==> src/hdl/sta_pkg.sv <==
package sta_pkg;

    localparam int DATA_W    = 32;
    localparam int COUNT_W   = 5;
    localparam int SLOT_W    = 4;
    localparam int DIV_STEPS = 32;

    localparam logic [DATA_W-1:0] ALIGN_RESET = 32'd4096;
    localparam logic [DATA_W-1:0] ALL_ONES    = 32'hFFFF_FFFF;

    // opcodes of an input word
    localparam logic OP_LOAD      = 1'b0;
    localparam logic OP_TRANSLATE = 1'b1;

    // register index, taken from paddr[2]
    localparam logic REG_ALIGN = 1'b0;
    localparam logic REG_COUNT = 1'b1;

    typedef enum logic [2:0] {
        ST_IDLE,
        ST_DIVIDE,
        ST_EVAL,
        ST_SCAN,
        ST_DONE
    } state_t;

    // strobes from the sequencer to every cell
    typedef struct packed {
        logic start;
        logic step;
        logic eval;
    } cell_ctrl_t;

    // slot write broadcast to the cells
    typedef struct packed {
        logic              we;
        logic [SLOT_W-1:0] idx;
        logic [DATA_W-1:0] start;
        logic [DATA_W-1:0] size;
        logic [DATA_W-1:0] raw;
    } slot_load_t;

    // result handed from one cell to the next
    typedef struct packed {
        logic              found;
        logic [DATA_W-1:0] value;
    } link_t;

endpackage

==> src/hdl/sta_cell.sv <==
module sta_cell #(
    parameter int CELL_INDEX = 0
) (
    input  logic                             clk,
    input  logic                             rst_n,
    input  sta_pkg::cell_ctrl_t              ctrl,
    input  sta_pkg::slot_load_t              load,
    input  logic [sta_pkg::DATA_W-1:0]       align,
    input  logic [sta_pkg::COUNT_W-1:0]      count,
    input  logic [sta_pkg::DATA_W-1:0]       rva,
    input  logic                             want,
    input  sta_pkg::link_t                   link_in,
    output sta_pkg::link_t                   link_out,
    output logic [sta_pkg::DATA_W-1:0]       slot_start
);

    logic [sta_pkg::DATA_W-1:0] start_reg;
    logic [sta_pkg::DATA_W-1:0] size_reg;
    logic [sta_pkg::DATA_W-1:0] raw_reg;
    logic [sta_pkg::DATA_W-1:0] num_reg;
    logic [sta_pkg::DATA_W-1:0] rem_reg;
    logic [sta_pkg::DATA_W-1:0] val_reg;
    logic                       hit_reg;
    logic                       found_reg;
    logic [sta_pkg::DATA_W-1:0] value_reg;

    logic [sta_pkg::DATA_W:0]   shifted;
    logic [sta_pkg::DATA_W:0]   diff;
    logic [sta_pkg::DATA_W-1:0] rem_next;
    logic [sta_pkg::DATA_W-1:0] sum;
    logic [sta_pkg::DATA_W-1:0] rounded;
    logic [sta_pkg::DATA_W-1:0] offset;
    logic [sta_pkg::DATA_W-1:0] val_next;
    logic                       active;
    logic                       hit_next;
    logic                       slot_we;

    // one restoring remainder step per cycle
    assign shifted  = {rem_reg, num_reg[sta_pkg::DATA_W-1]};
    assign diff     = shifted - {1'b0, align};
    assign rem_next = (shifted >= {1'b0, align}) ? diff[sta_pkg::DATA_W-1:0]
                                                 : shifted[sta_pkg::DATA_W-1:0];

    assign sum     = start_reg + size_reg;
    assign rounded = ((align == '0) || (rem_reg == '0)) ? sum : (sum - rem_reg + align);
    assign active  = 32'(count) > 32'(CELL_INDEX);
    assign hit_next = active && (rva >= start_reg) && (rva < rounded);
    assign offset   = rva - start_reg;
    assign val_next = want ? offset : (offset + raw_reg);

    assign slot_we = load.we && (32'(load.idx) == 32'(CELL_INDEX));

    always_ff @(posedge clk)
    begin
        if (slot_we)
        begin
            start_reg <= load.start;
            size_reg  <= load.size;
            raw_reg   <= load.raw;
        end
        if (ctrl.start)
        begin
            num_reg <= sum;
            rem_reg <= '0;
        end
        else if (ctrl.step)
        begin
            num_reg <= {num_reg[sta_pkg::DATA_W-2:0], 1'b0};
            rem_reg <= rem_next;
        end
        if (ctrl.eval)
        begin
            val_reg <= val_next;
        end
        value_reg <= link_in.found ? link_in.value : val_reg;
    end

    always_ff @(posedge clk or negedge rst_n)
    begin
        if (!rst_n)
        begin
            hit_reg   <= 1'b0;
            found_reg <= 1'b0;
        end
        else if (ctrl.start)
        begin
            hit_reg   <= 1'b0;
            found_reg <= 1'b0;
        end
        else
        begin
            if (ctrl.eval)
            begin
                hit_reg <= hit_next;
            end
            found_reg <= link_in.found | hit_reg;
        end
    end

    assign link_out.found = found_reg;
    assign link_out.value = value_reg;
    assign slot_start     = start_reg;

endmodule

==> config.mk <==
export PLATFORM = sky130hd
export DESIGN_NAME = sta_cell
export DESIGN_NICKNAME = d
export VERILOG_FILES = /design/src/hdl/sta_pkg.sv /design/src/hdl/sta_cell.sv
export SDC_FILE = /design/constraint.sdc
export NUM_CORES = 1
export LEC_CHECK = 0
export BUFFER_PORTS_ARGS = -buffer_cell sky130_fd_sc_hd__buf_4
export CORE_MARGIN = 2
export CORE_UTILIZATION = 30
export CTS_CLUSTER_SIZE = 8
export DETAILED_ROUTE_END_ITERATION = 16
export PLACE_DENSITY = 0.53
export REMOVE_ABC_BUFFERS = 1
export SYNTH_ARGS = -nofsm -noshare
export SYNTH_HDL_FRONTEND = slang
export SYNTH_SLANG_ARGS = --single-unit
==> constraint.sdc <==
create_clock -name clk -period 7.7 [get_ports clk]
set_input_delay 0.385 -clock clk [delete_from_list [all_inputs] [get_ports clk]]
set_output_delay 0.385 -clock clk [all_outputs]
set_load 0.005 [all_outputs]
== Yosys cells after proc, flatten, opt, wreduce, memory -nomap -nowiden ==
Cells that the tools add are included.
Widths: inputs -> output; s select.
Storage, ports and cells
  register bits: 226
Operators by class
  $add $sub $neg: 6
  order comparisons: 4
  multiplexer cells: 9
  bitwise operators: 1
  reductions and logical operators: 9
Operators by type and width (count)
  $mux 32: 6
  $add 32x32->32: 3
  $sub 32x32->32: 3
  $logic_not 32->1: 2
  $ge 33x32->1: 1
  $ge 32x32->1: 1
  $lt 32x32->1: 1
  $gt 5x1->1 const B: 1
  $logic_not 4->1: 1
  $reduce_bool 2->1: 2
  $logic_and 1x1->1: 3
  $mux 1: 3
  $logic_or 1x1->1: 1
  $or 1x1->1: 1

== Depth between registers and ports, before layout ==
  depth after elaboration: 8
  gate-level depth with buffers: 34
  depth with buffers taken out: 34

== Worst setup path before layout ==
No wires, ideal clock.
  path kind: flip-flop to flip-flop
  from: register start_reg (netlist bit slot_start[0])
  to: register hit_reg
  setup time: 122 ps
  data arrival time: 6308 ps
  setup slack: 1270 ps
  stages on the path, launching flop included: 33
  period minus slack after synthesis: 6430 ps
  cells stage by stage: edfxtp_1 ha_1 fa_1 a21o_1 a21oi_1 nand2b_1 a211oi_1 o21a_1 nand2_1 o21ai_0 a21o_1 a21oi_1 xnor2_1 inv_1 fa_1 inv_1 ha_1 a211oi_1 nand2_1 nand2_1 a21oi_1 a211oi_1 o21ai_1 o41ai_1 o21ai_1 xnor2_1 nor2_1 xor2_1 ha_1 nand4_1 nor4_1 o211ai_1 a32o_1
On the way
  word-level cells in the longest chain between the ends: 8
  elaborated cells on any way between the ends: 10
  those cells by class: add/sub (3); order compare (2); mux (3); reduce/logical (2)
RTL lines
  start, declared: line sta_cell.sv:17  | logic [sta_pkg::DATA_W-1:0] start_reg;
  start signal, assigned: line sta_cell.sv:57  | start_reg <= load.start;
  $add 32x32->32: line sta_cell.sv:44  | assign sum = start_reg + size_reg;
  $sub 32x32->32: line sta_cell.sv:45  | assign rounded = ((align == '0) || (rem_reg == '0)) ? sum : (sum - rem_reg + align);
  $add 32x32->32: line sta_cell.sv:45
  $mux 32: line sta_cell.sv:45
  $lt 32x32->1: line sta_cell.sv:47  | assign hit_next = active && (rva >= start_reg) && (rva < rounded);
  $logic_and 1x1->1 *: line sta_cell.sv:47
  $mux 1 *: line sta_cell.sv:92  | if (ctrl.eval)
  $mux 1 *: line sta_cell.sv:85  | else if (ctrl.start)
  end signal, assigned: line sta_cell.sv:94  | hit_reg <= hit_next;
  end, declared: line sta_cell.sv:23  | logic hit_reg;
Every way passes the cells marked *; elsewhere a longest branch is shown, timed or not. The select of a mux whose other input is x is not followed.
A chain may end at the register's enable or synchronous reset.

== Worst setup path after layout ==
Ends and elaborated chain as after synthesis.

==> flow_summary.yaml <==
sta:
  final.setup.tns_ps: 0
  rsz0062_at_grt: "false"
  setup_violations: 0
  clock.fmax_mhz: 138
  hold_viol: 0
  tightest_slew_ps: 944
  timing.final.crit_share: 0.939
  slew_headroom: 0.365
  slew_viol_final: 0
  post-route-min-period_ps: 7230
  clock_skew_ps: 32.9
cts:
  post_cts_buffers: 0
  cts_max_level: 2
  clock-sinks: 226
  clk_root_buffer_cell: "clkbuf_16"
  cts_tree: "yes"
  cts_buffers: 34
  clkSlewWorstSetupHoldPaths_ps: 60
  clock_latency_ps: 530
  cts_buffer_depth: 3
drt:
  final_antenna_net_count: 0
  via_count: 14966
  first_pass_iters: 5
  drc_errors: 0
  via_per_inst: 5.02
  drt_wl_total_um: 54300
  drt_iter0_markers: 799
  avgRoutedWirePerCell_um: 18.2
worst_setup_path:
  cp.required_ps: 8120
  reg2reg_depth: 31
  path_buf_inv: 2
  critPathLaunch: "slot_start[0]"
  crit_type: "flip-flop to flip-flop"
  crit_arrival_ps: 7650
  crit_cells: 31
  critical-path-slowest-cell: "fa_1"
  cpPeakStageDelay_ps: 490
  path_max_fanout: 5
  endpoint_kind: "flip-flop"
  r2r-end: "hit_reg"
  worstReg2RegStart: "slot_start[0]"
  startpoint_type: "flip-flop"
  path_delay_family: "compound AO/OA/AOI/OAI gates"
  r2r_slack_ps: 470
  crit_end: "hit_reg"
grt:
  met2_usage: 0.301
  grt_pass1_wl_um: 83800
  use_met3: 0.0297
  grt_pass1_vias: 15119
  antenna_found_initial: 4
  grt-ovfl-total: 0
  track_usage: 0.171
  grt.busiest_layer: "met2"
  grt_max_degree: 65
  met1_usage: 0.207
floorplan:
  num_rows: 89
  die_area_um2: 61900
  ios: 274
  initial_core_util: 0.304
  die_h_um: 249
  die_w_um: 249
  fp.coreArea_um2: 59100
synthesis:
  synthCells: 1896
  syn-cell-area_um2: 18000
  synth.distinct_cells: 75
  yosysSeqAreaShare: 0.341
  async_flop_share: 0.00885
  synth_warnings: 0
  syn_area_per_cell_um2: 9.48
  synth-edff-count: 160
  synth-seq-cells: 226
  synthFlopType: "edfxtp_1"
power:
  p_leak_nw: 9.77
  vdd.ir_drop.worst_v: 0.000123
  finalPower_w: 0.00468
  power_density_nw_per_um2: 212
finish:
  drive_gt1_frac: 0.182
  finalNonFillerCells: 2979
  synthToLayoutAreaGrowth_pct: 22.7
  nets: 2611
place:
  hpwl_um: 44200
  gp_congestion: 0.936
  io_buffers: 273
  placed_cells: 2901
min_path:
  hold_path_class: "primary input to flip-flop"
flow_run:
  cap_viol_max_count: 0
outcome:
  status: "completed"
[Yosys cell counts, types with 30 or more instances]
master / count / share of area
xnor2_1: 72 / 0.035
o21ai_0: 85 / 0.024
clkbuf_1: 40 / 0.0084
mux2_2: 69 / 0.043
nand2_1: 90 / 0.019
nor2_1: 159 / 0.033
o21a_1: 34 / 0.014
dfxtp_1: 64 / 0.071
a21o_1: 88 / 0.037
a21oi_1: 147 / 0.041
inv_1: 181 / 0.038
nor3_1: 30 / 0.0084
xor2_1: 56 / 0.027
a211oi_1: 35 / 0.015
fa_1: 35 / 0.039
ha_1: 189 / 0.13
edfxtp_1: 160 / 0.27
[metal layers]
| metal | vias up | wire length, um |
|---|---|---|
| met5 | - | 8 |
| met4 | 2 | 2140 |
| met3 | 95 | 2270 |
| met2 | 332 | 26300 |
| met1 | 7046 | 23600 |
| li1 | 7491 | - |
[layout make-up]
type	count	area [um2]
fill	5905	37100
multi-input combinational	1443	11000
sequential	226	6140
timing repair buffer	292	2230
clock buffer	60	990
tap	773	967
inverter	181	679
clock inverter	1	8.76
antenna	3	7.51
[where the power goes]
part | switching [W] | internal (W)
registers | 0.0000585 | 0.00141
clock network | 0.000559 | 0.000864
logic | 0.000990 | 0.000796
[worst min path at each step]
stage | from | depth (start not counted) | end | slack [ps]
global placement | rst_n | 1 | found_reg | 180
global route | load[10] | 1 | raw_reg[10] | 7
finish | load[10] | 1 | raw_reg[10] | 30
CTS | load[10] | 1 | raw_reg[10] | 0.4
detailed placement | rst_n | 1 | found_reg | 180
floorplan | rst_n | 0 | found_reg | 90
[cells in the final DEF (no fill, tap or decap), types with 14 or more instances in the layout]
master	instances
buf_4	278
ha_1	189
inv_1	181
edfxtp_1	160
nor2_1	159
a21oi_1	146
nand2_1	90
a21o_1	88
o21ai_0	84
xnor2_1	72
mux2_2	69
dfxtp_1	64
xor2_1	56
fa_1	35
clkbuf_16	35
o21a_1	34
a211oi_1	34
nor3_1	30
o21ai_1	28
nand2b_1	27
nor2b_1	25
mux2i_1	23
clkbuf_1	23
nand3_1	22
o21bai_1	22
nor4_1	22
nand4_1	19
dlygate4sd3_1	14
[stage by stage]
| step | hold WS (ps) | worst slack [ps] | utilization | area (um2) |
|---|---|---|---|---|
| global route | 6.87 | 14.5 | 0.373 | 22100 |
| floorplan | 89.4 | 1180 | - | 17800 |
| detailed placement | 181 | 344 | 0.353 | 20900 |
| finish | 34.5 | 469 | 0.373 | 22100 |
| global placement | 181 | 559 | 0.353 | 20900 |
| CTS | 0.373 | 316 | 0.372 | 22000 |
[kinds of logic (layout without fill, tap and decap cells)]
group | count (synthesis) | after routing | synth area share
compound gates | 546 | 546 | 0.199
xor+xnor | 129 | 129 | 0.0637
fa+ha+maj | 224 | 224 | 0.171
buf+inv | 227 | 534 | 0.0478
flops | 226 | 226 | 0.341
mux | 92 | 92 | 0.0560
other cells | 0 | 3 | 0
simple gates | 452 | 452 | 0.122
[repair_timing]
item	CTS	global route
hold buffers	14	0
hold endpoints to repair	15	0
setup endpoints to repair	0	1
gates resized for setup	0	7
No activity file was read; power rests on OpenSTA's default activity.
