### src/hdl/sta_pkg.sv
package sta_pkg;

    localparam int DATA_W    = 32;
    localparam int COUNT_W   = 5;
    localparam int SLOT_W    = 4;
    localparam int DIV_STEPS = 32;

    localparam logic [DATA_W-1:0] ALIGN_RESET = 32'd4096;
    localparam logic [DATA_W-1:0] ALL_ONES    = 32'hFFFF_FFFF;

    // opcodes of an input word
    localparam logic OP_LOAD      = 1'b0;
    localparam logic OP_TRANSLATE = 1'b1;

    // register index, taken from paddr[2]
    localparam logic REG_ALIGN = 1'b0;
    localparam logic REG_COUNT = 1'b1;

    typedef enum logic [2:0] {
        ST_IDLE,
        ST_DIVIDE,
        ST_EVAL,
        ST_SCAN,
        ST_DONE
    } state_t;

    // strobes from the sequencer to every cell
    typedef struct packed {
        logic start;
        logic step;
        logic eval;
    } cell_ctrl_t;

    // slot write broadcast to the cells
    typedef struct packed {
        logic              we;
        logic [SLOT_W-1:0] idx;
        logic [DATA_W-1:0] start;
        logic [DATA_W-1:0] size;
        logic [DATA_W-1:0] raw;
    } slot_load_t;

    // result handed from one cell to the next
    typedef struct packed {
        logic              found;
        logic [DATA_W-1:0] value;
    } link_t;

endpackage

### src/hdl/sta_ctrl.sv
module sta_ctrl #(
    parameter int MAX_SECTIONS = 16
) (
    input  logic                clk,
    input  logic                rst_n,
    input  logic                translate_fire,
    input  logic                out_free,
    output logic                in_ready,
    output logic                finish,
    output sta_pkg::cell_ctrl_t cell_ctrl
);

    localparam int CNT_LIMIT = (MAX_SECTIONS > sta_pkg::DIV_STEPS) ? MAX_SECTIONS
                                                                   : sta_pkg::DIV_STEPS;
    localparam int CNT_W = $clog2(CNT_LIMIT);

    sta_pkg::state_t  state_reg;
    sta_pkg::state_t  state_next;
    logic [CNT_W-1:0] cnt_reg;
    logic [CNT_W-1:0] cnt_next;
    logic             div_last;
    logic             scan_last;

    assign div_last  = cnt_reg == CNT_W'(sta_pkg::DIV_STEPS - 1);
    assign scan_last = cnt_reg == CNT_W'(MAX_SECTIONS - 1);

    // ready depends on the state alone, so it never loops back through the handshake
    assign in_ready = (state_reg == sta_pkg::ST_IDLE);

    always_comb
    begin
        state_next = state_reg;
        unique case (state_reg)
            sta_pkg::ST_IDLE:
            begin
                if (translate_fire)
                begin
                    state_next = sta_pkg::ST_DIVIDE;
                end
            end
            sta_pkg::ST_DIVIDE:
            begin
                if (div_last)
                begin
                    state_next = sta_pkg::ST_EVAL;
                end
            end
            sta_pkg::ST_EVAL:
            begin
                state_next = sta_pkg::ST_SCAN;
            end
            sta_pkg::ST_SCAN:
            begin
                if (scan_last)
                begin
                    state_next = sta_pkg::ST_DONE;
                end
            end
            sta_pkg::ST_DONE:
            begin
                if (out_free)
                begin
                    state_next = sta_pkg::ST_IDLE;
                end
            end
            default:
            begin
                state_next = sta_pkg::ST_IDLE;
            end
        endcase
    end

    always_comb
    begin
        finish    = 1'b0;
        cell_ctrl = '0;
        cnt_next  = '0;
        unique case (state_reg)
            sta_pkg::ST_IDLE:
            begin
                cell_ctrl.start = translate_fire;
            end
            sta_pkg::ST_DIVIDE:
            begin
                cell_ctrl.step = 1'b1;
                cnt_next       = div_last ? '0 : cnt_reg + CNT_W'(1);
            end
            sta_pkg::ST_EVAL:
            begin
                cell_ctrl.eval = 1'b1;
            end
            sta_pkg::ST_SCAN:
            begin
                cnt_next = scan_last ? '0 : cnt_reg + CNT_W'(1);
            end
            sta_pkg::ST_DONE:
            begin
                finish = out_free;
            end
            default:
            begin
                cnt_next = '0;
            end
        endcase
    end

    always_ff @(posedge clk or negedge rst_n)
    begin
        if (!rst_n)
        begin
            state_reg <= sta_pkg::ST_IDLE;
            cnt_reg   <= '0;
        end
        else
        begin
            state_reg <= state_next;
            cnt_reg   <= cnt_next;
        end
    end

endmodule

### config.mk
export PLATFORM = sky130hd
export DESIGN_NAME = sta_ctrl
export DESIGN_NICKNAME = d
export VERILOG_FILES = /design/src/hdl/sta_pkg.sv /design/src/hdl/sta_ctrl.sv
export SDC_FILE = /design/constraint.sdc
export NUM_CORES = 1
export LEC_CHECK = 0
export BUFFER_PORTS_ARGS = -buffer_cell sky130_fd_sc_hd__buf_2
export CAP_MARGIN = 20
export CORE_AREA = 2 2 39 41
export DETAILED_ROUTE_END_ITERATION = 8
export DIE_AREA = 0 0 41 43
export GPL_TIMING_DRIVEN = 0
export PLACE_DENSITY_LB_ADDON = 0.15
export SLEW_MARGIN = 15
export SYNTH_ARGS = -nofsm -noshare
export SYNTH_HDL_FRONTEND = slang
export SYNTH_SLANG_ARGS = --single-unit
### constraint.sdc
create_clock -name clk -period 1.8 [get_ports clk]
set_input_delay 0.18 -clock clk [delete_from_list [all_inputs] [get_ports clk]]
set_output_delay 0.18 -clock clk [all_outputs]
set_load 0.005 [all_outputs]
Yosys cells after proc, flatten, opt, wreduce, memory -nomap -nowiden
Index checks and enable logic that the tools add are counted.

Bits of input ports: 4. Word-level logic and storage cells: 27. Register bits after elaboration: 8.

Reductions and logical operators: 2. Eq/ne operators: 10. Add/subtract/negate cells: 1. Muxes and demuxes: 12.

Operators with widths (number): 3-bit case mux with 5 select lines (1); 3-bit 2-to-1 mux (4); 5-bit 2-to-1 mux (2); 5-bit case mux with 2 select lines (1); 2-bit inequality test (second input constant) (4); 3-bit by 2-bit equality test with 1-bit output (second input constant) (2); 5-bit by 1-bit adder with 5-bit output (second input constant) (1); 5-bit by 4-bit equality test with 1-bit output (second input constant) (1); 5-bit equality test (second input constant) (1); 1-bit 2-to-1 mux (4); 4-bit AND reduction (1); 3-bit by 1-bit equality test with 1-bit output (second input constant) (1); 3-bit equality test (second input constant) (1); 3-bit logical NOT (1).

Depth between registers and ports, before layout
Gate-level depths: netlist of the first run.

Word-level depth: 3. Gate-level depth with buffers: 6.

Least setup slack after synthesis of the first run
Ideal clock, no wire load.

Kind: reg2reg. Start: register cnt_reg[0]. End: register cnt_reg[4]. Path buffers: 0. Arrival: 1.101 ns. Path slack: 0.581 ns. Library setup time: 0.118 ns. Stages on the path, launching flop included: 7. Path through: dfrtp_1 > ha_1 > nand3_1 > ha_1 > nor2_1 > a21oi_1 > nor2_1.

Word-level cells in the longest chain between the ends: 3.

RTL lines: from (decl) (line sta_ctrl.sv:19) `logic [CNT_W-1:0] cnt_reg;`; from (signal assigned) (line sta_ctrl.sv:117) `cnt_reg <= cnt_next;`; 5-bit by 1-bit adder with 5-bit output (tied with other cells) (line sta_ctrl.sv:86, sta_ctrl.sv:94); 5-bit 2-to-1 mux, on equally long branches (line sta_ctrl.sv:94, sta_ctrl.sv:86); 5-bit case mux with 2 select lines (*) (line sta_ctrl.sv:78) `unique case (state_reg)`; via cnt_next[4] (line sta_ctrl.sv:20) `logic [CNT_W-1:0] cnt_next;`.

The timed path passes the listed nets; every way through them passes the cells marked *. A chain may end at the register's enable or synchronous reset.

==> results of run 1 <==
## logic make-up (layout without fill, tap and decap cells)
family          count (synthesis)  after routing  synth area share
compound gates                  5              5           0.08484
xor+xnor                        3              3           0.06365
fa+ha+maj                       2              2           0.06060
buf+inv                         3             15           0.03030
flops                           8              8            0.4848
mux                             1              1           0.02424
simple gates                   21             21            0.2515
## cell type report
type / count / area, um^2 / share of cell area
clock buffers: 3 / 22.52 / 0.04455
plain buffers: 1 / 5.005 / 0.009901
flip-flops and latches: 8 / 200.2 / 0.3960
repair buffers: 9 / 50.05 / 0.09901
well taps: 16 / 20.02 / 0.03960
multi-input cells: 32 / 200.2 / 0.3960
inverters: 2 / 7.507 / 0.01485
## critical path: cells and delay by family, from the launching register on
kind | cells | cell delay (ns)
buffers and inverters | 2 | 0.27
DFF | 1 | 0.35
and+or+nand+nor | 2 | 0.36
## layout by cell type (no fill, tap or decap)
master,instances
sky130_fd_sc_hd__nor2_1,12
sky130_fd_sc_hd__nand4_2,1
sky130_fd_sc_hd__o32ai_1,1
sky130_fd_sc_hd__ha_1,2
sky130_fd_sc_hd__clkbuf_4,3
sky130_fd_sc_hd__nor3_1,1
sky130_fd_sc_hd__inv_1,2
sky130_fd_sc_hd__a21oi_1,1
sky130_fd_sc_hd__and3_1,1
sky130_fd_sc_hd__o21bai_1,1
sky130_fd_sc_hd__dlygate4sd3_1,1
sky130_fd_sc_hd__nand2b_2,1
sky130_fd_sc_hd__and2_1,1
sky130_fd_sc_hd__xnor2_1,2
sky130_fd_sc_hd__o221ai_1,1
sky130_fd_sc_hd__mux2i_1,1
sky130_fd_sc_hd__xor2_1,1
sky130_fd_sc_hd__nand2_1,1
sky130_fd_sc_hd__dfrtp_1,8
sky130_fd_sc_hd__o21ai_1,1
sky130_fd_sc_hd__nand3_1,2
sky130_fd_sc_hd__nand2b_1,1
sky130_fd_sc_hd__buf_2,9
## worst max path at each step
stage	to	slack (ns)
after global placement	cnt_reg[4]$_DFF_PN0_	0.50
final	cell_ctrl[2]	0.39
after floorplan	cnt_reg[4]$_DFF_PN0_	0.58
after detailed placement	cnt_reg[4]$_DFF_PN0_	0.51
after CTS	cell_ctrl[2]	0.37
after global routing	cell_ctrl[2]	0.28
## through the flow
step	hold slack [ns]	std cells	power (W)	area [um^2]	util
after global placement	0.03645	67	0.0005536	473.0	0.3418
after global routing	0.1273	71	0.0007681	505.5	0.3653
after CTS	0.1157	71	0.0007050	505.5	0.3653
after floorplan	-0.1156	43	0.0004877	412.9	-
after detailed placement	0.03790	67	0.0005556	473.0	0.3418
final	0.1237	71	0.0006888	505.5	0.3653
## layer usage
| layer | vias up | GRT usage | part of all wire |
|---|---|---|---|
| met5 | - | 0 | 0 |
| met4 | 0 | 0.1200 | 0.032 |
| li1 | 170 | - | - |
| met3 | 4 | 0.03141 | 0.067 |
| met2 | 12 | 0.1625 | 0.41 |
| met1 | 148 | 0.1503 | 0.49 |
## power by group through the flow
| stage | clock [W] | sequential [W] | combinational [W] |
|---|---|---|---|
| 2_1_floorplan | 0 | 0.000302 | 0.000186 |
| 3_3_place_gp | 0 | 0.000317 | 0.000236 |
| 3_5_place_dp | 0 | 0.000316 | 0.000239 |
| 4_1_cts | 0.000149 | 0.000313 | 0.000242 |
| 5_1_grt | 0.000157 | 0.000324 | 0.000287 |
| 6_report | 0.000139 | 0.000313 | 0.000237 |
## what timing repair did
action                    CTS  global route
gates resized for setup     0             0
hold buffers                1             0
hold endpoints to repair    8             0
==> reports/qor.tcl, run 1 <==
set qor(synthesis.nets) 49
set qor(timing.critical_path.to_type) {output port}
set qor(number_of_antenna_violations_at_the_first_check_in_global_routing) 0
set qor(setup_repair_after_global_routing_missed_its_margin) {no}
set qor(worstHoldEndpoint) {state_reg[2]$_DFFE_PN0P_}
set qor(synthMostInstantiatedCell) {sky130_fd_sc_hd__nor2_1}
set qor(clock_insertion_delay_worst_skew_ns) 0.26
set qor(yosys-top-cells-count) {12 x sky130_fd_sc_hd__nor2_1, 8 x sky130_fd_sc_hd__dfrtp_1}
set qor(vias_in_the_first_global_route) 327
set qor(timing.critical_path.arrival_ns) 1.23
set qor(synthesis.area_per_instance_um2) 9.602
set qor(setup_viol_count_final) 0
set qor(post-place-ws_ns) 0.5060
set qor(finalCriticalPeriod_ns) 1.412
set qor(die_area_um2) 1763
set qor(clock_skew_ns) 0.009372
set qor(detail_route.drc_violations) 0
set qor(cp.required_ns) 1.62
set qor(drive_above_1_share) 0.2545
set qor(final_min_period_over_clock_period) 0.7842
set qor(cts.repair_timing.setup_buffer_count) 0
set qor(die-height_um) 43
set qor(fillers) 158
set qor(grt_pass1_wl_mm) 1.373
set qor(intPower_w) 0.0004371
set qor(critical_path.startpoint) {state_reg[1]$_DFFE_PN0P_}
set qor(netSwitchingFraction) 0.3655
set qor(synth.area.top_cells) {sky130_fd_sc_hd__dfrtp_1 48%, sky130_fd_sc_hd__nor2_1 11%, sky130_fd_sc_hd__ha_1 6.1%}
set qor(nNetsFinal) 63
set qor(netSwitchingPower_w) 0.0002518
set qor(yosysSeqAreaShare) 0.4848
set qor(critical-path-max-stage-delay_ns) 0.35
set qor(synthArstFlopShare) 1.000
set qor(globalplace.congestion) 0.6627
set qor(setup_slack_ns) 0.3884
set qor(cp_common_cell) {sky130_fd_sc_hd__buf_2}
set qor(yosys_register_bits) 8
set qor(grt_usage) 0.1231
set qor(initial_core_utilization) 0.2984
set qor(clock-root-buffer) {sky130_fd_sc_hd__clkbuf_4}
set qor(dominantRegCellSynth) {sky130_fd_sc_hd__dfrtp_1}
set qor(areaGrowthSynthToFinish_pct) 22.42
set qor(antennaDiodeCount) 0
set qor(vdd.ir_drop.worst_uv) 449.2
set qor(cp_max_fo) 9
set qor(number_of_enable_flip_flop_cells_after_synthesis) 0
set qor(power_per_cell_area_nw_per_um2) 1363
set qor(outcome) {completed}
set qor(timing.final.max_slew_violations) 0
set qor(whs_path_depth) 2
set qor(critical_path.reg2reg.endpoint) {cnt_reg[4]$_DFF_PN0_}
set qor(chain_of_cells_forming_the_critical_path) {buf_2, nor3_1, and2_1, buf_2}
set qor(chipWidth_um) 41
set qor(post-synth-top-area-fraction) 0.4848
set qor(detailroute.via_count) 334
set qor(slew-limit-headroom) 0.8476
set qor(r2r_cells) 6
set qor(cts.sink_count) 8
set qor(cell_taking_the_most_area_after_synthesis) {sky130_fd_sc_hd__dfrtp_1}
set qor(ctsHtreeMaxLevel) 1
set qor(post_synth_num_cell_types) 21
set qor(detail_route.vias_per_cell) 4.704
set qor(placement_rows) 14
set qor(place_hpwl_um) 577.1
set qor(hp-class) {in -> reg}
set qor(clock_path_buffers) 2
set qor(worstReg2RegStart) {cnt_reg[0]$_DFF_PN0_}
set qor(drt_pre_antenna_iters) 4
set qor(synthCells) 43
set qor(hold_viol_final) 0
set qor(tightestPinTransition_ns) 0.2279
set qor(cap_viol_max_count) 0
set qor(maxClockFrequency_mhz) 708.4
set qor(design.core.area_um2) 1384
set qor(postRouteWirelength_um) 776
set qor(total_leakage_power_nw) 0.2597
set qor(largest_net_degree_at_the_start_of_global_routing) 10
set qor(critical_path_class) {reg -> out}
set qor(drt_iter0_drc) 4
set qor(critical_path.startpoint_type) {flop}
set qor(ant_nets) 0
set qor(synthesis.yosys.warnings) 0
set qor(flip_flop_count_of_the_largest_register_all_copies_and_words_added) 5
set qor(hold_path.startpoint) {out_free}
set qor(seqPwrFrac) 0.454
set qor(grt-ovfl-total) 0
set qor(clk_pwr_share) 0.202
set qor(numPortBuffers) 8
set qor(final_tns_setup_ns) 0
set qor(cpMaxStageDelayCell) {sky130_fd_sc_hd__dfrtp_1}
set qor(cts_inserted_buffers) 3
set qor(num_io_pins) 9
set qor(cts_tree) {done}
set qor(synth.cell_area_um2) 412.9
set qor(reg2reg_setup_slack_ns) 0.52
set qor(comb_power_share) 0.344
set qor(clkTransAtPathRegs_ns) 0.05
set qor(drt-wirelength-per-cell_um) 10.93
(Power assumes the default switching activity.)
==> run 2, diff against run 1 <==
Clock period 1.8 ns to 1.15 ns, I/O delays scaled along.
==> reports/qor.tcl, run 2 (synthesis gave the netlist of run 1 again) <==
set qor(outcome) {finished, violations left} ;# was completed
set qor(violations) {setup timing}
set qor(cp_max_fo) 5 ;# was 9
set qor(setup_slack_ns) -0.07178 ;# was 0.3884 ns
set qor(timing.final.max_slew_violations) 0 ;# unchanged
set qor(final_tns_setup_ns) -0.3012 ;# was 0 ns
set qor(drt_pre_antenna_iters) 3 ;# was 4
set qor(largest_net_degree_at_the_start_of_global_routing) 9 ;# was 10
set qor(cts_tree) {done} ;# unchanged
set qor(hp-class) {in -> reg} ;# unchanged
set qor(clock_insertion_delay_worst_skew_ns) 0.26 ;# about the same
set qor(timing.critical_path.arrival_ns) 1.11 ;# was 1.23 ns
set qor(global_route.peak_usage_layer) {met2} ;# unchanged
set qor(critical_path.startpoint_type) {flop} ;# unchanged
set qor(cp.required_ns) 1.03 ;# was 1.62 ns
set qor(ant_nets) 0 ;# unchanged
set qor(drive_above_1_share) 0.5161 ;# was 0.2545
set qor(cap_viol_max_count) 0 ;# unchanged
set qor(worst-path-buf-inv) 1 ;# was 2
set qor(finalCriticalPeriod_ns) 1.222
set qor(timing.critical_path.to_type) {output port} ;# unchanged
set qor(final_min_period_over_clock_period) 1.062
set qor(tightestPinTransition_ns) 0.2967 ;# was 0.2279 ns
set qor(clock_skew_ns) 0.001925 ;# was 0.009372 ns
set qor(clkTransAtPathRegs_ns) 0.06 ;# was 0.05 ns
set qor(areaGrowthSynthToFinish_pct) 56.06 ;# was 22.42%
set qor(ctsHtreeMaxLevel) 1 ;# unchanged
set qor(initial_core_utilization) 0.2984 ;# unchanged
set qor(fillers) 136 ;# was 158
set qor(detailroute.via_count) 365 ;# was 334
set qor(number_of_antenna_violations_at_the_first_check_in_global_routing) 0 ;# unchanged
set qor(setup_viol_count_final) 5 ;# was 0
set qor(detail_route.vias_per_cell) 4.679 ;# was 4.704
set qor(clock-root-buffer) {sky130_fd_sc_hd__clkbuf_4} ;# unchanged
set qor(vdd.ir_drop.worst_uv) 927.5 ;# was 449.2 uV
set qor(postRouteWirelength_um) 847 ;# was 776 um
set qor(flip_flop_count_of_the_largest_register_all_copies_and_words_added) 5 ;# unchanged
set qor(drt-wirelength-per-cell_um) 10.86 ;# was 10.93 um
set qor(hold_viol_final) 0 ;# unchanged
set qor(total_leakage_power_nw) 0.3055 ;# was 0.2597 nW
set qor(grt.met3_usage) 0.03141 ;# unchanged
set qor(globalplace.congestion) 0.6402 ;# was 0.6627
set qor(num_io_pins) 9 ;# unchanged
set qor(nNetsFinal) 70 ;# was 63
set qor(final_common_cell) {sky130_fd_sc_hd__nor2_1} ;# unchanged
set qor(power_per_cell_area_nw_per_um2) 2091 ;# was 1363 nW/um^2
set qor(numPortBuffers) 8 ;# unchanged
set qor(holdWs_ns) 0.04511 ;# was 0.1237 ns
set qor(cts.sink_count) 8 ;# unchanged
set qor(chipWidth_um) 41 ;# unchanged
set qor(critical-path-max-stage-delay_ns) 0.44 ;# was 0.35 ns
set qor(maxClockFrequency_mhz) 818.5
set qor(clock_path_buffers) 2 ;# unchanged
set qor(cpMaxStageDelayCell) {sky130_fd_sc_hd__dfrtp_2} ;# was sky130_fd_sc_hd__dfrtp_1
set qor(vias_in_the_first_global_route) 358 ;# was 327
set qor(design.core.area_um2) 1384 ;# unchanged
set qor(chain_of_cells_forming_the_critical_path) {nor3_2, and2_1, buf_2} ;# was buf_2, nor3_1, and2_1, buf_2
set qor(antennaDiodeCount) 0 ;# unchanged
set qor(cts_inserted_buffers) 3 ;# unchanged
set qor(place_hpwl_um) 575.6 ;# was 577.1 um
set qor(gr_util_met1) 0.1612 ;# was 0.1503
set qor(placement_rows) 14 ;# unchanged
set qor(final_cell_mix) {12 x sky130_fd_sc_hd__nor2_1, 8 x sky130_fd_sc_hd__buf_2, 8 x sky130_fd_sc_hd__buf_4} ;# was 12 x sky130_fd_sc_hd__nor2_1, 9 x sky130_fd_sc_hd__buf_2, 8 x sky130_fd_sc_hd__dfrtp_1
set qor(die-height_um) 43 ;# unchanged
set qor(global_route.usage.met2) 0.1781 ;# was 0.1625
set qor(drt_iter0_drc) 2 ;# was 4
set qor(slew-limit-headroom) 0.8022 ;# was 0.8476
set qor(critical_path_class) {reg -> out} ;# unchanged
set qor(setup_repair_after_global_routing_missed_its_margin) {yes} ;# was no
set qor(die_area_um2) 1763 ;# unchanged
set qor(detail_route.drc_violations) 0 ;# unchanged
set qor(grt-ovfl-total) 0 ;# unchanged
set qor(grt_pass1_wl_mm) 1.476 ;# was 1.373 mm
set qor(grt_usage) 0.1284 ;# was 0.1231
set qor(cp_top_family) {flip-flops} ;# was simple AND/OR/NAND/NOR gates
-- run 2: changes by cell type in the layout (fill, tap and decap cells not counted), moves of 2 or more --
cell,previous run,this run
sky130_fd_sc_hd__ha_1,2,0
sky130_fd_sc_hd__ha_4,0,2
sky130_fd_sc_hd__buf_4,0,8
sky130_fd_sc_hd__dfrtp_2,0,3
sky130_fd_sc_hd__dfrtp_1,8,5
-- run 2: layout make-up --
type                       count  area, um^2  area share
inverter                       2       7.507     0.01165
tap                           16       20.02     0.03107
multi-input combinational     32       280.3      0.4350
clock buffer                   3       22.52     0.03495
sequential                     8       203.9      0.3165
timing repair buffer          17       110.1      0.1709
-- run 2: path summary, 6_finish.rpt --
path | slack [ns] | start | cells after the start | end
worst max-delay path | -0.07 | state_reg[1]$_DFFE_PN0P_ | 3 | cell_ctrl[2]
worst min-delay path | 0.05 | out_free | 2 | state_reg[2]$_DFFE_PN0P_
worst max register to register | -0.06 | cnt_reg[1]$_DFF_PN0_ | 6 | cnt_reg[4]$_DFF_PN0_
worst min register to register | 0.58 | cnt_reg[0]$_DFF_PN0_ | 2 | cnt_reg[0]$_DFF_PN0_
max in group asynchronous | 0.73 | rst_n | 2 | state_reg[0]$_DFFE_PN0P_
min in group asynchronous | 0.23 | rst_n | 2 | state_reg[2]$_DFFE_PN0P_
-- run 2: per-layer routing --
layer	share of wire	vias to the layer above
met2	0.45	8
met3	0.047	4
met1	0.46	168
met5	0	-
li1	-	185
met4	0.039	0
-- run 2: power by group --
| part | total, W | internal, W | switching (W) | leakage, nW |
|---|---|---|---|---|
| Sequential | 0.000543 | 0.000387 | 0.000157 | 0.0962 |
| Clock | 0.000223 | 0.000120 | 0.000103 | 0.0138 |
| Combinational | 0.000581 | 0.000337 | 0.000244 | 0.195 |
| Total | 0.00135 | 0.000844 | 0.000504 | 0.305 |
-- run 2: repair_timing --
| item | in CTS | in global routing |
|---|---|---|
| endpoints found under the setup margin | 6 | 11 |
| cloned | 0 | 0 |
| pin swaps | 4 | 1 |
| hold endpoints to repair | 8 | 0 |
| resized for setup | 8 | 3 |
| setup buffers | 8 | 0 |
| hold buffers | 1 | 0 |
-- run 2: metrics by stage --
step	instance area [um^2]	power, W	utilization	setup WS, ns	std cells
after global placement	490.5	0.0009226	0.3544	-0.07272	67
after detailed placement	490.5	0.0009247	0.3544	-0.09027	67
after CTS	623.1	0.001330	0.4503	-0.08348	78
after floorplan	430.4	0.0008105	-	-0.006106	43
after global routing	644.4	0.001469	0.4656	-0.1554	78
final	644.4	0.001348	0.4656	-0.07178	78
==> run 3, diff against run 2 <==
Settings changed: CELL_PAD_IN_SITES_DETAIL_PLACEMENT set to 1, CELL_PAD_IN_SITES_GLOBAL_PLACEMENT set to 2, CORE_AREA 2 2 39 41 to unset, CORE_MARGIN set to 2, CORE_UTILIZATION set to 26, DIE_AREA 0 0 41 43 to unset.
==> reports/qor.tcl, run 3 (synthesis gave the netlist of run 1 again) <==
set qor(critical_path.startpoint_type) {flop} ;# unchanged
set qor(cts_tree) {done} ;# unchanged
set qor(post-layout-total-power_w) 0.001595 ;# was 0.001348 W
set qor(setup_viol_count_final) 6 ;# was 5
set qor(worst-path-buf-inv) 1 ;# unchanged
set qor(drt_pre_antenna_iters) 3 ;# unchanged
set qor(detail_route.drc_violations) 0 ;# unchanged
set qor(clock-root-buffer) {sky130_fd_sc_hd__clkbuf_4} ;# unchanged
set qor(nNetsFinal) 77 ;# was 70
set qor(finalCriticalPeriod_ns) 1.233 ;# was 1.222 ns
set qor(layout.core_utilization) 0.5042 ;# was 0.4656
set qor(intPower_w) 0.0009719 ;# was 0.0008438 W
set qor(fillers) 167 ;# was 136
set qor(cp.required_ns) 1.03 ;# about the same
set qor(clock_skew_ns) 0.006970 ;# was 0.001925 ns
set qor(clock_path_buffers) 2 ;# unchanged
set qor(holdWs_ns) 0.05173 ;# was 0.04511 ns
set qor(drt-wirelength-per-cell_um) 14.94 ;# was 10.86 um
set qor(placement_rows) 14 ;# unchanged
set qor(cpMaxStageDelayCell) {sky130_fd_sc_hd__dfrtp_2} ;# unchanged
set qor(cts.sink_count) 8 ;# unchanged
set qor(ctsHtreeMaxLevel) 1 ;# unchanged
set qor(grt-ovfl-total) 0 ;# unchanged
set qor(netSwitchingFraction) 0.3907 ;# was 0.3739
set qor(timing.final.max_slew_violations) 0 ;# unchanged
set qor(cts_inserted_buffers) 3 ;# unchanged
set qor(setup_slack_ns) -0.08307 ;# was -0.07178 ns
set qor(vias_in_the_first_global_route) 419 ;# was 358
set qor(final_min_period_over_clock_period) 1.072 ;# was 1.062
set qor(place_hpwl_um) 740.3 ;# was 575.6 um
set qor(power_per_cell_area_nw_per_um2) 2125 ;# was 2091 nW/um^2
set qor(design.core.area_um2) 1489 ;# was 1384 um^2
set qor(vdd.ir_drop.worst_uv) 874.1 ;# was 927.5 uV
set qor(clkTransAtPathRegs_ns) 0.06 ;# about the same
set qor(instances_no_fill) 85 ;# was 78
set qor(final_common_cell) {sky130_fd_sc_hd__buf_4} ;# was sky130_fd_sc_hd__nor2_1
set qor(cp_max_fo) 5 ;# unchanged
set qor(final_cell_mix) {10 x sky130_fd_sc_hd__buf_4, 8 x sky130_fd_sc_hd__nor2_1, 8 x sky130_fd_sc_hd__buf_2} ;# was 12 x sky130_fd_sc_hd__nor2_1, 8 x sky130_fd_sc_hd__buf_2, 8 x sky130_fd_sc_hd__buf_4
set qor(clk_pwr_share) 0.139 ;# was 0.166
set qor(initial_core_utilization) 0.2773 ;# was 0.2984
set qor(grt_pass1_wl_mm) 1.904 ;# was 1.476 mm
set qor(timing.critical_path.arrival_ns) 1.12 ;# was 1.11 ns
set qor(clock_insertion_delay_worst_skew_ns) 0.26 ;# about the same
set qor(cp_top_family) {flip-flops} ;# unchanged
set qor(total_leakage_power_nw) 0.3351 ;# was 0.3055 nW
set qor(critical-path-max-stage-delay_ns) 0.45 ;# was 0.44 ns
set qor(globalplace.congestion) 0.7662 ;# was 0.6402
set qor(largest_net_degree_at_the_start_of_global_routing) 9 ;# unchanged
set qor(drt_iter0_drc) 3 ;# was 2
set qor(critical_path_class) {reg -> out} ;# unchanged
set qor(cap_viol_max_count) 0 ;# unchanged
set qor(grt_usage) 0.1438 ;# was 0.1284
set qor(die_area_um2) 1923 ;# was 1763 um^2
set qor(detailroute.via_count) 406 ;# was 365
set qor(chipWidth_um) 43.85 ;# was 41 um
set qor(seqPwrFrac) 0.357 ;# was 0.403
set qor(outcome) {finished, violations left} ;# unchanged
set qor(slew-limit-headroom) 0.7694 ;# was 0.8022
set qor(tightestPinTransition_ns) 0.3459 ;# was 0.2967 ns
set qor(number_of_antenna_violations_at_the_first_check_in_global_routing) 0 ;# unchanged
set qor(maxClockFrequency_mhz) 811.0 ;# was 818.5 MHz
set qor(areaGrowthSynthToFinish_pct) 81.82 ;# was 56.06%
set qor(die-height_um) 43.85 ;# was 43 um
set qor(hold_viol_final) 0 ;# unchanged
set qor(final_tns_setup_ns) -0.3727 ;# was -0.3012 ns
set qor(hp-class) {in -> reg} ;# unchanged
set qor(chain_of_cells_forming_the_critical_path) {nor3_2, and2_1, buf_2} ;# unchanged
set qor(postRouteWirelength_mm) 1.270 ;# was 847 um
set qor(comb_power_share) 0.504 ;# was 0.431
set qor(antennaDiodeCount) 0 ;# unchanged
set qor(detail_route.vias_per_cell) 4.776 ;# was 4.679
set qor(numPortBuffers) 8 ;# unchanged
set qor(setup_repair_after_global_routing_missed_its_margin) {yes} ;# unchanged
set qor(timing.critical_path.to_type) {output port} ;# unchanged
set qor(violations) {setup timing} ;# unchanged
set qor(ant_nets) 0 ;# unchanged
set qor(netSwitchingPower_w) 0.0006232 ;# was 0.0005039 W
set qor(flip_flop_count_of_the_largest_register_all_copies_and_words_added) 5 ;# unchanged
set qor(num_io_pins) 9 ;# unchanged
set qor(drive_above_1_share) 0.6522 ;# was 0.5161
set qor(placedCellCount) 67 ;# unchanged
run 3: path summary, 6_finish.rpt:
kind                            slack, ns                     start                  endpoint  depth (start not counted)
worst max-delay path                -0.08  state_reg[0]$_DFFE_PN0P_              cell_ctrl[2]                          3
worst min-delay path                 0.05                  out_free  state_reg[2]$_DFFE_PN0P_                          2
worst max register to register      -0.07      cnt_reg[0]$_DFF_PN0_      cnt_reg[4]$_DFF_PN0_                          6
worst min register to register       0.60      cnt_reg[0]$_DFF_PN0_      cnt_reg[0]$_DFF_PN0_                          2
max in group asynchronous            0.73                     rst_n  state_reg[1]$_DFFE_PN0P_                          2
min in group asynchronous            0.23                     rst_n  state_reg[2]$_DFFE_PN0P_                          2
run 3: routing by layer:
metal  wire, um  global-route usage  vias to the layer above
met5          0                   0                        -
met4         28              0.1152                        0
met3         48             0.03750                        4
met2        702              0.2324                        9
met1        490              0.1572                      194
li1           -                   -                      199
run 3: power groups by stage:
stage / registers, W / logic, W / clock network, W
2_1_floorplan: 0.000494 / 0.000316 / 0
3_3_place_gp: 0.000519 / 0.000401 / 0
3_5_place_dp: 0.000526 / 0.000424 / 0
4_1_cts: 0.000549 / 0.000586 / 0.000226
5_1_grt: 0.000586 / 0.000899 / 0.000251
6_report: 0.000570 / 0.000803 / 0.000222
run 3: through the flow:
stage	area (um^2)	worst slack, ns
floorplan	430.4	-0.006106
global placement	490.5	-0.06608
detailed placement	490.5	-0.1282
CTS	626.9	-0.09762
global route	750.7	-0.1401
finish	750.7	-0.08307
run 3: repair_timing:
action	4_1_cts	5_1_grt
pin swaps	2	6
buffers inserted	9	6
setup endpoints to repair	6	11
hold endpoints to repair	8	0
gates resized for setup	9	16
hold buffers	1	0
run 3: area by class of cell:
| type | count | area [um^2] | share of cell area |
|---|---|---|---|
| Inverter | 2 | 7.507 | 0.01000 |
| Sequential cell | 8 | 203.9 | 0.2717 |
| Timing Repair Buffer | 24 | 181.4 | 0.2417 |
| Tap cell | 16 | 20.02 | 0.02667 |
| Multi-Input combinational cell | 32 | 315.3 | 0.4200 |
| Clock buffer | 3 | 22.52 | 0.03000 |
run 3: worst reg2reg max path, delay by kind of cell (launching register included):
family | cells | cell delay [ns]
adders and majority gates | 2 | 0.46
and+or+nand+nor | 3 | 0.17
AOI/OAI and AO/OA | 1 | 0.09
DFF | 1 | 0.39
